<file path="config.mk">
export PLATFORM = sky130hd
export DESIGN_NAME = lfu_key_value_cache_core
export DESIGN_NICKNAME = d
export VERILOG_FILES = /design/src/rtl/lfu_kv_pkg.sv /design/src/rtl/lfu_kv_ctrl.sv /design/src/rtl/lfu_kv_dp.sv /design/src/rtl/lfu_key_value_cache_core.sv
export SDC_FILE = /design/constraint.sdc
export NUM_CORES = 2
export LEC_CHECK = 0
export CAP_MARGIN = 25
export CORE_UTILIZATION = 66
export CTS_CLUSTER_DIAMETER = 40
export DETAILED_ROUTE_END_ITERATION = 8
export DONT_BUFFER_PORTS = 1
export GPL_ROUTABILITY_DRIVEN = 0
export PLACE_DENSITY_LB_ADDON = 0.2
export SKIP_LAST_GASP = 1
export SLEW_MARGIN = 15
export SYNTH_ARGS = -nofsm -noshare
export SYNTH_HDL_FRONTEND = slang
export SYNTH_SLANG_ARGS = --single-unit
</file>
<file path="constraint.sdc">
create_clock -name clk -period 29.7 [get_ports clk]
set_clock_uncertainty 0.2 [all_clocks]
set_input_delay 0 -clock clk [delete_from_list [all_inputs] [get_ports clk]]
set_output_delay 0 -clock clk [all_outputs]
set_load 0.1 [all_outputs]
</file>
<file path="src/rtl/lfu_kv_pkg.sv">
// Shared types and constants for the LFU key/value cache.
// No dependencies; used by lfu_kv_ctrl, lfu_kv_dp and the top level.
`default_nettype none

package lfu_kv_pkg;

  localparam int ENTRIES_DEF = 16;
  localparam int KEY_W       = 32;
  localparam int VAL_W       = 32;
  localparam int CNT_W       = 16;
  localparam int STAMP_W     = 32;
  localparam int CAP_W       = 5;

  localparam logic [CAP_W-1:0]   CAP_RST   = CAP_W'(16);
  localparam logic [CNT_W-1:0]   COUNT_MAX = '1;
  localparam logic [CNT_W-1:0]   COUNT_ONE = CNT_W'(1);
  localparam logic [VAL_W-1:0]   MISS_DATA = '1;
  localparam logic [VAL_W-1:0]   PUT_DATA  = '0;

  localparam logic REQ_GET = 1'b0;
  localparam logic REQ_PUT = 1'b1;

  typedef struct packed {
    logic [KEY_W-1:0]   key;
    logic [VAL_W-1:0]   value;
    logic [CNT_W-1:0]   count;
    logic [STAMP_W-1:0] stamp;
  } entry_t;

  typedef enum logic [1:0] {
    ST_IDLE,
    ST_SCAN,
    ST_COMMIT
  } state_t;

  typedef struct packed {
    logic load;
    logic scan;
    logic commit;
  } ctrl_cmd_t;

  typedef struct packed {
    logic scan_done;
    logic out_free;
  } ctrl_sts_t;

endpackage

`default_nettype wire

</file>
<file path="src/rtl/lfu_kv_ctrl.sv">
// Sequencer for the LFU key/value cache: accept, scan, commit.
// Depends on lfu_kv_pkg; drives the datapath lfu_kv_dp through ctrl_cmd_t.
`default_nettype none

module lfu_kv_ctrl (
  input  wire logic                  clk,
  input  wire logic                  rst_n,
  input  wire logic                  in_tvalid,
  output logic                       in_tready,
  input  wire lfu_kv_pkg::ctrl_sts_t sts,
  output lfu_kv_pkg::ctrl_cmd_t      cmd
);

  lfu_kv_pkg::state_t state_r, state_nxt;

  always_ff @(posedge clk) begin
    if (!rst_n) begin
      state_r <= lfu_kv_pkg::ST_IDLE;
    end else begin
      state_r <= state_nxt;
    end
  end

  always_comb begin
    state_nxt  = state_r;
    cmd        = '0;
    in_tready  = 1'b0;
    unique case (state_r)
      lfu_kv_pkg::ST_IDLE: begin
        in_tready = 1'b1;
        if (in_tvalid) begin
          cmd.load  = 1'b1;
          state_nxt = lfu_kv_pkg::ST_SCAN;
        end
      end
      lfu_kv_pkg::ST_SCAN: begin
        cmd.scan = 1'b1;
        if (sts.scan_done) begin
          state_nxt = lfu_kv_pkg::ST_COMMIT;
        end
      end
      lfu_kv_pkg::ST_COMMIT: begin
        // hold until the result register can take the new transaction
        if (sts.out_free) begin
          cmd.commit = 1'b1;
          state_nxt  = lfu_kv_pkg::ST_IDLE;
        end
      end
      default: begin
        state_nxt = lfu_kv_pkg::ST_IDLE;
      end
    endcase
  end

endmodule

`default_nettype wire

</file>
<file path="src/rtl/lfu_kv_dp.sv">
// Datapath of the LFU key/value cache: entry memory, valid bits, scan
// compare, commit write-back, capacity register and result register.
// Depends on lfu_kv_pkg; commanded by lfu_kv_ctrl.
`default_nettype none

module lfu_kv_dp #(
  parameter int ENTRIES = lfu_kv_pkg::ENTRIES_DEF
) (
  input  wire logic                          clk,
  input  wire logic                          rst_n,
  input  wire lfu_kv_pkg::ctrl_cmd_t         cmd,
  output lfu_kv_pkg::ctrl_sts_t              sts,
  input  wire logic                          in_tuser,
  input  wire logic [2*lfu_kv_pkg::VAL_W-1:0] in_tdata,
  input  wire logic                          cfg_valid,
  output logic                               cfg_ready,
  input  wire logic [lfu_kv_pkg::CAP_W-1:0]  cfg_data,
  output logic                               out_tvalid,
  input  wire logic                          out_tready,
  output logic                               out_tuser,
  output logic [lfu_kv_pkg::VAL_W-1:0]       out_tdata
);

  localparam int IDX_W  = (ENTRIES > 1) ? $clog2(ENTRIES) : 1;
  localparam int USED_W = $clog2(ENTRIES + 1);
  localparam int CMP_W  = (USED_W > lfu_kv_pkg::CAP_W) ? USED_W : lfu_kv_pkg::CAP_W;
  localparam logic [IDX_W-1:0] LAST_IDX = IDX_W'(ENTRIES - 1);

  localparam int KW = lfu_kv_pkg::KEY_W;
  localparam int VW = lfu_kv_pkg::VAL_W;
  localparam int CW = lfu_kv_pkg::CNT_W;
  localparam int SW = lfu_kv_pkg::STAMP_W;

  lfu_kv_pkg::entry_t mem [ENTRIES];
  lfu_kv_pkg::entry_t rd_q;

  logic [ENTRIES-1:0]        valid_r, valid_nxt;
  logic [lfu_kv_pkg::CAP_W-1:0] capacity_r;
  logic [SW-1:0]             touch_clk_r, touch_clk_nxt;

  logic                      req_put_r;
  logic [KW-1:0]             req_key_r;
  logic [VW-1:0]             req_val_r;

  // scan pipeline: issue address, then compare registered read data
  logic [IDX_W-1:0]          scan_idx_r;
  logic                      issued_all_r;
  logic                      cmp_vld_r;
  logic [IDX_W-1:0]          cmp_idx_r;
  logic                      issue;

  // search results
  logic                      hit_r, hit_nxt;
  logic [IDX_W-1:0]          hit_idx_r, hit_idx_nxt;
  logic [VW-1:0]             hit_val_r, hit_val_nxt;
  logic [CW-1:0]             hit_cnt_r, hit_cnt_nxt;
  logic                      free_r, free_nxt;
  logic [IDX_W-1:0]          free_idx_r, free_idx_nxt;
  logic [USED_W-1:0]         used_r, used_nxt;
  logic                      vic_r, vic_nxt;
  logic [IDX_W-1:0]          vic_idx_r, vic_idx_nxt;
  logic [CW-1:0]             vic_cnt_r, vic_cnt_nxt;
  logic [SW-1:0]             vic_age_r, vic_age_nxt;
  logic [SW-1:0]             age;
  logic                      cur_valid;

  // commit
  logic                      wr_en;
  logic [IDX_W-1:0]          wr_addr;
  lfu_kv_pkg::entry_t        wr_entry;
  logic [CW-1:0]             cnt_bump;
  logic                      need_evict;
  logic [IDX_W-1:0]          target;

  logic                      out_valid_r, out_valid_nxt;
  logic                      out_found_r, out_found_nxt;
  logic [VW-1:0]             out_data_r, out_data_nxt;

  assign cfg_ready  = 1'b1;
  assign out_tvalid = out_valid_r;
  assign out_tuser  = out_found_r;
  assign out_tdata  = out_data_r;

  assign issue         = cmd.scan && !issued_all_r;
  assign sts.scan_done = cmp_vld_r && (cmp_idx_r == LAST_IDX);
  assign sts.out_free  = !out_valid_r || out_tready;

  always_ff @(posedge clk) begin
    if (issue) begin
      rd_q <= mem[scan_idx_r];
    end
    if (wr_en) begin
      mem[wr_addr] <= wr_entry;
    end
  end

  always_ff @(posedge clk) begin
    if (!rst_n) begin
      capacity_r <= lfu_kv_pkg::CAP_RST;
    end else if (cfg_valid && cfg_ready) begin
      capacity_r <= cfg_data;
    end
  end

  always_ff @(posedge clk) begin
    if (cmd.load) begin
      req_put_r <= in_tuser;
      req_key_r <= in_tdata[KW-1:0];
      req_val_r <= in_tdata[2*VW-1:VW];
    end
  end

  always_ff @(posedge clk) begin
    if (!rst_n) begin
      scan_idx_r   <= '0;
      issued_all_r <= 1'b0;
      cmp_vld_r    <= 1'b0;
    end else begin
      cmp_vld_r <= issue;
      if (cmd.load) begin
        scan_idx_r   <= '0;
        issued_all_r <= 1'b0;
      end else if (issue) begin
        scan_idx_r <= scan_idx_r + 1'b1;
        if (scan_idx_r == LAST_IDX) begin
          issued_all_r <= 1'b1;
        end
      end
    end
  end

  always_ff @(posedge clk) begin
    cmp_idx_r <= scan_idx_r;
  end

  assign cur_valid = valid_r[cmp_idx_r];
  assign age       = touch_clk_r - rd_q.stamp;

  always_comb begin
    hit_nxt      = hit_r;
    hit_idx_nxt  = hit_idx_r;
    hit_val_nxt  = hit_val_r;
    hit_cnt_nxt  = hit_cnt_r;
    free_nxt     = free_r;
    free_idx_nxt = free_idx_r;
    used_nxt     = used_r;
    vic_nxt      = vic_r;
    vic_idx_nxt  = vic_idx_r;
    vic_cnt_nxt  = vic_cnt_r;
    vic_age_nxt  = vic_age_r;
    if (cmd.load) begin
      hit_nxt  = 1'b0;
      free_nxt = 1'b0;
      vic_nxt  = 1'b0;
      used_nxt = '0;
    end else if (cmp_vld_r) begin
      if (cur_valid) begin
        used_nxt = used_r + 1'b1;
        if (!hit_r && rd_q.key == req_key_r) begin
          hit_nxt     = 1'b1;
          hit_idx_nxt = cmp_idx_r;
          hit_val_nxt = rd_q.value;
          hit_cnt_nxt = rd_q.count;
        end
        // lowest count wins, then the largest age; first index on a full tie
        if (!vic_r || rd_q.count < vic_cnt_r ||
            (rd_q.count == vic_cnt_r && age > vic_age_r)) begin
          vic_nxt     = 1'b1;
          vic_idx_nxt = cmp_idx_r;
          vic_cnt_nxt = rd_q.count;
          vic_age_nxt = age;
        end
      end else if (!free_r) begin
        free_nxt     = 1'b1;
        free_idx_nxt = cmp_idx_r;
      end
    end
  end

  always_ff @(posedge clk) begin
    if (!rst_n) begin
      hit_r  <= 1'b0;
      free_r <= 1'b0;
      vic_r  <= 1'b0;
      used_r <= '0;
    end else begin
      hit_r  <= hit_nxt;
      free_r <= free_nxt;
      vic_r  <= vic_nxt;
      used_r <= used_nxt;
    end
  end

  always_ff @(posedge clk) begin
    hit_idx_r  <= hit_idx_nxt;
    hit_val_r  <= hit_val_nxt;
    hit_cnt_r  <= hit_cnt_nxt;
    free_idx_r <= free_idx_nxt;
    vic_idx_r  <= vic_idx_nxt;
    vic_cnt_r  <= vic_cnt_nxt;
    vic_age_r  <= vic_age_nxt;
  end

  assign cnt_bump   = (hit_cnt_r == lfu_kv_pkg::COUNT_MAX) ? hit_cnt_r : hit_cnt_r + 1'b1;
  assign need_evict = !free_r || (CMP_W'(used_r) >= CMP_W'(capacity_r));
  assign target     = need_evict ? vic_idx_r : free_idx_r;

  always_comb begin
    wr_en         = 1'b0;
    wr_addr       = hit_idx_r;
    wr_entry      = '{key: req_key_r, value: hit_val_r, count: cnt_bump, stamp: touch_clk_r};
    valid_nxt     = valid_r;
    touch_clk_nxt = touch_clk_r;
    out_valid_nxt = out_valid_r && !out_tready;
    out_found_nxt = out_found_r;
    out_data_nxt  = out_data_r;
    if (cmd.commit) begin
      out_valid_nxt = 1'b1;
      out_found_nxt = hit_r;
      if (req_put_r == lfu_kv_pkg::REQ_GET) begin
        if (hit_r) begin
          wr_en         = 1'b1;
          out_data_nxt  = hit_val_r;
          touch_clk_nxt = touch_clk_r + 1'b1;
        end else begin
          out_data_nxt = lfu_kv_pkg::MISS_DATA;
        end
      end else begin
        out_data_nxt = lfu_kv_pkg::PUT_DATA;
        if (capacity_r != '0) begin
          wr_en         = 1'b1;
          touch_clk_nxt = touch_clk_r + 1'b1;
          if (hit_r) begin
            wr_entry.value = req_val_r;
          end else begin
            wr_addr           = target;
            wr_entry.value    = req_val_r;
            wr_entry.count    = lfu_kv_pkg::COUNT_ONE;
            valid_nxt[target] = 1'b1;
          end
        end
      end
    end
  end

  always_ff @(posedge clk) begin
    if (!rst_n) begin
      valid_r     <= '0;
      touch_clk_r <= '0;
      out_valid_r <= 1'b0;
    end else begin
      valid_r     <= valid_nxt;
      touch_clk_r <= touch_clk_nxt;
      out_valid_r <= out_valid_nxt;
    end
  end

  always_ff @(posedge clk) begin
    out_found_r <= out_found_nxt;
    out_data_r  <= out_data_nxt;
  end

endmodule

`default_nettype wire

</file>
<file path="src/rtl/lfu_key_value_cache_core.sv">
// Fully associative key/value cache with least-frequently-used replacement
// (oldest last touch breaks ties, then lowest index). One request at a time:
// the request is registered in the idle state, every entry is then read from
// the entry memory once, one per cycle, and compared from the registered read
// data, and the commit state writes the entry back where needed and loads the
// result register once that register is free. A result waiting on out_tready
// does not block acceptance of the next request.
// The capacity register may be written at any time the cache is idle.
// Depends on lfu_kv_pkg, lfu_kv_ctrl and lfu_kv_dp.
`default_nettype none

module lfu_key_value_cache_core #(
  parameter int ENTRIES = lfu_kv_pkg::ENTRIES_DEF
) (
  input  wire logic                           clk,
  input  wire logic                           rst_n,
  input  wire logic                           in_tvalid,
  output logic                                in_tready,
  input  wire logic                           in_tuser,   // req_type
  input  wire logic [2*lfu_kv_pkg::VAL_W-1:0] in_tdata,   // key, value
  input  wire logic                           cfg_valid,
  output logic                                cfg_ready,
  input  wire logic [lfu_kv_pkg::CAP_W-1:0]   cfg_data,   // capacity
  output logic                                out_tvalid,
  input  wire logic                           out_tready,
  output logic                                out_tuser,  // found
  output logic [lfu_kv_pkg::VAL_W-1:0]        out_tdata   // data
);

  lfu_kv_pkg::ctrl_cmd_t cmd;
  lfu_kv_pkg::ctrl_sts_t sts;

  lfu_kv_ctrl u_ctrl (
    .clk       (clk),
    .rst_n     (rst_n),
    .in_tvalid (in_tvalid),
    .in_tready (in_tready),
    .sts       (sts),
    .cmd       (cmd)
  );

  lfu_kv_dp #(
    .ENTRIES (ENTRIES)
  ) u_dp (
    .clk        (clk),
    .rst_n      (rst_n),
    .cmd        (cmd),
    .sts        (sts),
    .in_tuser   (in_tuser),
    .in_tdata   (in_tdata),
    .cfg_valid  (cfg_valid),
    .cfg_ready  (cfg_ready),
    .cfg_data   (cfg_data),
    .out_tvalid (out_tvalid),
    .out_tready (out_tready),
    .out_tuser  (out_tuser),
    .out_tdata  (out_tdata)
  );

endmodule

`default_nettype wire
</file>
After elaboration in Yosys (flattened, before gate mapping) --
Memories as Yosys holds them, arrays and structs flattened. A register that Yosys moved wholly into a read port is not among the register bits. Index checks and enable logic that the tools add are counted.
Word-level totals: flip-flop bits (word level) 280, bits in latches 0, RAM bits 1792, memory bits (read-only) 0, input bits 75, output and inout port bits 36, memories 1
Operators by class: $add $sub $neg 5, $mul 0, div/mod/pow operators 0, $lt $le $gt $ge 6, equality and inequality tests 11, shift operators 0, mux-type cells 35, bitwise logic cells 6, reduce and logical (&&, ||, !) cells 31
Memory list:
- u_dp.mem | words 16, bits a word 112, read ports 1, clocked after memory_dff 1, wr ports 1, line lfu_kv_dp.sv:34 | lfu_kv_pkg::entry_t mem [ENTRIES];
Operators by type and width (count):
- $mux W48 | 3
- $mux W32 | 4
- $add A32 B1 Y32 const B | 1
- $eq A32 B32 Y1 | 1
- $gt A32 B32 Y1 | 1
- $mux W16 | 2
- $sub A32 B32 Y32 | 1
- $mux W4 | 5
- $add A16 B1 Y16 const B | 1
- $eq A16 B16 Y1 | 1
- $eq A16 B16 Y1 const B | 1
- $lt A16 B16 Y1 | 1
- $or A16 B16 Y16 | 1
- $reduce_and A4 Y1 | 4
- $mux W1 | 15
- $reduce_and A3 Y1 | 4
- $lt A4 B5 Y1 const B | 2
- $eq A4 B4 Y1 const B | 2
- $ne A2 B2 Y1 const B | 4
- $logic_and A1 B1 Y1 | 6
- $logic_not A1 Y1 | 6
- $mux W2 | 3
- $pmux W2 S3 | 1
- $reduce_and A2 Y1 | 3
- 14 further kinds | 21

Logic depth before layout (Yosys ltp) --
word-level depth 8, mapped depth 21

Modules after synthesis --
Synthesis repeated with hierarchy kept, for this count alone.
Second synthesis, totals: cells, all modules 3882, area total of the unflattened synthesis 84666.2 um2
Modules (own cells, without submodules):
- lfu_kv_dp | instances 1, cells each 3870, area an instance 84561.1 um2, sequential area each 64802.2 um2
- lfu_kv_ctrl | instances 1, cells each 12, area an instance 105.1 um2, sequential area each 40.0 um2

Least setup slack after synthesis --
OpenSTA, ideal clock, no wires.
kind reg-to-reg, from reg u_ctrl.state_r[0], to reg u_dp.scan_idx_r[3], library setup time 65 ps, arrival 9935 ps, data required time 29435 ps, slack 19499 ps, stages on the path, launching flop included 5, period minus slack after synthesis 10201 ps, cell sequence dfxtp_1 nor3b_1 nand4_1 xor2_1 nor2_1
Between the ends: word-level cells in the longest chain between the ends 3
RTL lines:
- start: declaration | line lfu_kv_ctrl.sv:14 | lfu_kv_pkg::state_t state_r, state_nxt;
- start signal: assignment | line lfu_kv_ctrl.sv:18 | state_r <= lfu_kv_pkg::ST_IDLE;
- start signal: assignment | line lfu_kv_ctrl.sv:20 | state_r <= state_nxt;
- $eq A2 B1 Y1 | line lfu_kv_ctrl.sv:28 | unique case (state_r)
- $mux W1 | line lfu_kv_ctrl.sv:28
- $logic_and A1 B1 Y1 | line lfu_kv_dp.sv:84 | assign issue = cmd.scan && !issued_all_r;
- net u_dp.issue | line lfu_kv_dp.sv:50 | logic issue;
- end signal: assignment | line lfu_kv_dp.sv:124 | scan_idx_r <= scan_idx_r + 1'b1;
- end: declaration | line lfu_kv_dp.sv:46 | logic [IDX_W-1:0] scan_idx_r;
The timed path passes the listed nets, and every way through them passes these cells. A chain may end at the register's enable or synchronous reset.

==> metrics.txt <==
# TYPE chip_impl_metric gauge
chip_impl_metric{name="fin_crit",unit="ns"} 6.906
chip_impl_info{name="worst_setup_path_end_kind",value="flop"} 1
chip_impl_metric{name="post_synth_num_cell_types",unit=""} 64
chip_impl_metric{name="grt_start_max_net_pins",unit=""} 140
chip_impl_metric{name="dpl.hpwl",unit="um"} 92730
chip_impl_metric{name="fin_tns_setup",unit="ns"} 0
chip_impl_metric{name="ys_seq_area_share",unit="%"} 76.93
chip_impl_info{name="cp-start-kind",value="flop"} 1
chip_impl_metric{name="n_fill_cell",unit=""} 6371
chip_impl_metric{name="path_max_fanout",unit=""} 66
chip_impl_metric{name="synth.avg_cell_area",unit="sq um"} 21.74
chip_impl_metric{name="route.detailed.wl_per_inst",unit="um"} 33.17
chip_impl_metric{name="synth-compound-area-share",unit="%"} 1.848
chip_impl_metric{name="worst_slew_pin_slew",unit="ns"} 1.099
chip_impl_info{name="holdCritPathClass",value="primary input to flop"} 1
chip_impl_metric{name="cts.clk_slew.worst_paths",unit="ns"} 0.06
chip_impl_metric{name="number_of_cells_upsized_or_downsized_after_cts",unit=""} 0
chip_impl_metric{name="final_core_util",unit="%"} 75.82
chip_impl_metric{name="netlist.area_leader.share",unit="%"} 75.17
chip_impl_metric{name="clock_tree.buffer_depth",unit=""} 3
chip_impl_metric{name="timing.critical_path.required",unit="ns"} 29.92
chip_impl_metric{name="timing.critical_path.arrival",unit="ns"} 7.13
chip_impl_metric{name="number_of_i_o_pins",unit=""} 111
chip_impl_metric{name="cts_inserted_buffers",unit=""} 224
chip_impl_metric{name="slew_violations",unit=""} 0
chip_impl_metric{name="dieWidth",unit="um"} 359.4
chip_impl_info{name="synth_largest_area_cell",value="edfxtp_1"} 1
chip_impl_info{name="synth_top_family_by_area",value="multiplexers"} 1
chip_impl_metric{name="grt_first_pass_wirelength",unit="um"} 292500
chip_impl_info{name="synth_top_cells_by_area",value="edfxtp_1 (75%), mux4_2 (15%), dfxtp_1 (1.8%)"} 1
chip_impl_metric{name="row_count",unit=""} 130
chip_impl_metric{name="drive_gt1_share",unit="%"} 24.18
chip_impl_metric{name="port-buffer-count",unit=""} 0
chip_impl_info{name="critical_path_class",value="flop to flop"} 1
chip_impl_metric{name="post_synth_inst_count",unit=""} 3877
chip_impl_metric{name="dpl.cell_count",unit=""} 5470
chip_impl_info{name="synth_top_flop_cell",value="edfxtp_1"} 1
chip_impl_metric{name="power_density",unit="mW/mm^2"} 66.20
chip_impl_info{name="clock-root-buffer",value="clkbuf_16"} 1
chip_impl_metric{name="cts.sink_count",unit=""} 2184
chip_impl_metric{name="synth_simple_gate_area_share",unit="%"} 2.194
chip_impl_info{name="grt_setup_unrepaired",value="false"} 1
chip_impl_metric{name="p_leak",unit="nW"} 31.55
chip_impl_metric{name="final_min_period_over_clock_period",unit="%"} 23.25
chip_impl_metric{name="drv_cap",unit=""} 0
chip_impl_metric{name="count_of_antenna_diodes_in_the_layout",unit=""} 0
chip_impl_metric{name="start_util",unit="%"} 66.78
chip_impl_info{name="synthTopCellsByCount",value="edfxtp_1 (2110), mux4_2 (561), inv_1 (131)"} 1
chip_impl_metric{name="floorplan.die.height",unit="um"} 359.4
chip_impl_metric{name="num-nets-final",unit=""} 4368
chip_impl_info{name="most_repeated_cell_in_the_gate_level_netlist_after_synthesis",value="edfxtp_1"} 1
chip_impl_metric{name="total_global_routing_track_utilization",unit="%"} 31.61
chip_impl_metric{name="count_of_flip_flops_with_a_built_in_enable_after_synthesis",unit=""} 2110
chip_impl_metric{name="drt.antenna.violating_nets",unit=""} 0
chip_impl_metric{name="drt_wl_total",unit="um"} 200700
chip_impl_metric{name="max_freq",unit="GHz"} 0.1448
chip_impl_metric{name="vias_per_cell",unit=""} 6.901
chip_impl_metric{name="netlist_area",unit="sq mm"} 0.08428
chip_impl_metric{name="vdd_ir_drop_max",unit="uV"} 87.52
chip_impl_metric{name="grt_pass1_vias",unit=""} 43183
chip_impl_metric{name="synth_async_sr_flop_share",unit="%"} 0
chip_impl_metric{name="finalNonFillerCells",unit=""} 6050
chip_impl_metric{name="proportion_of_synthesized_area_in_mux_cells",unit="%"} 15.31
chip_impl_metric{name="finalHoldViolations",unit=""} 0
chip_impl_metric{name="antenna_found_initial",unit=""} 5
chip_impl_metric{name="worstSkewPairLatency",unit="ns"} 0.84
chip_impl_metric{name="syn-num-nets",unit=""} 4041
chip_impl_metric{name="drc",unit=""} 0
chip_impl_metric{name="die_outline_area",unit="sq mm"} 0.1291
chip_impl_metric{name="syn_to_final_growth",unit="%"} 13.55
chip_impl_info{name="run_status",value="finished clean"} 1
chip_impl_metric{name="routed-via-count",unit=""} 41752
chip_impl_metric{name="iteration_0_drc_count_of_the_detailed_router",unit=""} 5680
chip_impl_metric{name="worst_slew_margin_rel",unit="%"} 26.31
chip_impl_metric{name="post_synth_xor_xnor_area",unit="%"} 1.018
chip_impl_info{name="clock_tree_from_tritoncts",value="done"} 1
chip_impl_metric{name="overflow",unit=""} 0
chip_impl_metric{name="yosys_register_bits",unit=""} 2184
chip_impl_metric{name="setup_viol",unit=""} 0
chip_impl_metric{name="drtPass1Iterations",unit=""} 6
chip_impl_metric{name="core",unit="sq mm"} 0.1262
chip_impl_metric{name="htree_num_levels",unit=""} 4
chip_impl_metric{name="synthesis.yosys.warnings",unit=""} 0
chip_impl_metric{name="synth_fa_ha_area_share",unit="%"} 1.330
==> critical path, stage by stage, from the launching register on <==
cell and delay, ns:
dfxtp_1 0.64, nand2b_1 0.42, nor2b_4 0.20, buf_4 0.59, and3_2 0.30, buf_4 0.61, nor2b_2 0.94, a22oi_1 0.60
nor2b_4 0.89, buf_4 0.94
==> state kept, by name (all words and copies together) (netlist names), 16 cells and up <==
| signal | count |
|---|---|
| u_dp.req_val_r | 32 |
| u_dp.req_key_r | 32 |
| u_dp.hit_cnt_r | 16 |
| u_dp.valid_r | 16 |
| u_dp.touch_clk_r | 32 |
| u_dp.out_tdata | 32 |
| u_dp.rd_q | 112 |
| u_dp.mem | 1792 |
| u_dp.vic_age_r | 32 |
| u_dp.hit_val_r | 32 |
| u_dp.vic_cnt_r | 16 |
==> per-stage QoR <==
step	power [mW]	area (sq um)	worst slack, ns	hold WS, ns
CTS	6.330	95560	22.81	0.009939
floorplan	3.549	84280	19.50	-0.1011
global route	6.478	95710	22.53	0.04594
detailed placement	3.583	86740	22.91	-0.1011
global placement	3.580	86590	22.96	-0.1011
finish	6.336	95710	22.79	0.05085
==> layer usage <==
layer  vias up  track usage [%]  part of all wire [%]
met5         -                0                 0.018
met2      2814            52.16                    51
met3       397            6.159                   9.6
met4         6            9.148                   2.4
met1     21864            43.79                    37
li1      16671                -                     -
==> cell type report <==
cell class | instances | area [sq um] | share of cell area, %
Clock buffer | 280 | 5971 | 6.239
Clock inverter | 142 | 1368 | 1.429
Inverter | 131 | 491.7 | 0.5138
Multi-Input combinational cell | 1404 | 18460 | 19.29
Sequential cell | 2184 | 64860 | 67.77
Tap cell | 1650 | 2064 | 2.157
Timing Repair Buffer | 259 | 2490 | 2.602
==> final timing paths <==
check | start | end | slack, ns | depth (start not counted)
setup / recovery | u_dp.out_tvalid$_SDFF_PN0_ | u_dp.mem[6][31]$_DFFE_PP_ | 22.79 | 9
hold / removal | rst_n | u_dp.touch_clk_r[6]$_SDFFE_PN0P_ | 0.05 | 3
setup reg to reg | u_dp.out_tvalid$_SDFF_PN0_ | u_dp.mem[6][31]$_DFFE_PP_ | 22.79 | 9
hold reg to reg | u_dp.rd_q[74]$_DFFE_PP_ | u_dp.hit_val_r[26]$_DFFE_PP_ | 0.22 | 0
==> report_power, final <==
part	internal (mW)	leakage (nW)	total, mW	switching [mW]
registers	3.36	20.8	3.38	0.0225
clock network	1.56	3.58	2.79	1.23
logic	0.0821	7.12	0.161	0.0785
==> placed cells by master (no fill, tap or decap), drive strengths merged, types with 3 or more instances in the layout <==
cell type | synthesis | layout
nand2 | 115 | 115
a21boi | 11 | 11
or2 | 3 | 3
o21a | 14 | 14
xnor2 | 53 | 53
dlygate4sd3 | 0 | 146
clkbuf | 90 | 280
clkinvlp | 0 | 9
edfxtp | 2110 | 2110
o21bai | 4 | 4
nor2 | 70 | 70
nand3 | 28 | 28
xor2 | 45 | 45
or4 | 3 | 3
nor3 | 17 | 17
dfxtp | 74 | 74
nor2b | 20 | 20
and2 | 30 | 30
and3 | 12 | 12
nand4 | 28 | 28
o31ai | 5 | 5
mux2i | 15 | 15
inv | 131 | 163
or3 | 11 | 11
a31oi | 5 | 5
nor4 | 6 | 6
mux4 | 565 | 565
clkinv | 0 | 88
a211oi | 5 | 5
and4 | 4 | 4
ha | 88 | 88
a21oi | 90 | 90
bufinv | 0 | 13
o21ai | 91 | 91
nand2b | 19 | 19
a221oi | 3 | 3
buf | 68 | 113
a21o | 24 | 24
==> repair_timing <==
item                      in CTS  in global routing
buffers inserted               0                  0
hold endpoints to repair     257                  0
hold buffers                 147                  0
==> cells by family (layout without fill, tap and decap cells) <==
kind of cell / Yosys count / in the layout
adder cells (fa/ha/maj): 89 / 89
AO/OA/AOI/OAI: 264 / 264
XOR/XNOR: 98 / 98
AND/OR/NAND/NOR: 371 / 371
multiplexers: 581 / 581
other: 1 / 1
buffers and inverters: 289 / 812
flip-flops: 2184 / 2184
Note: power is estimated with default switching activity, not from simulation.
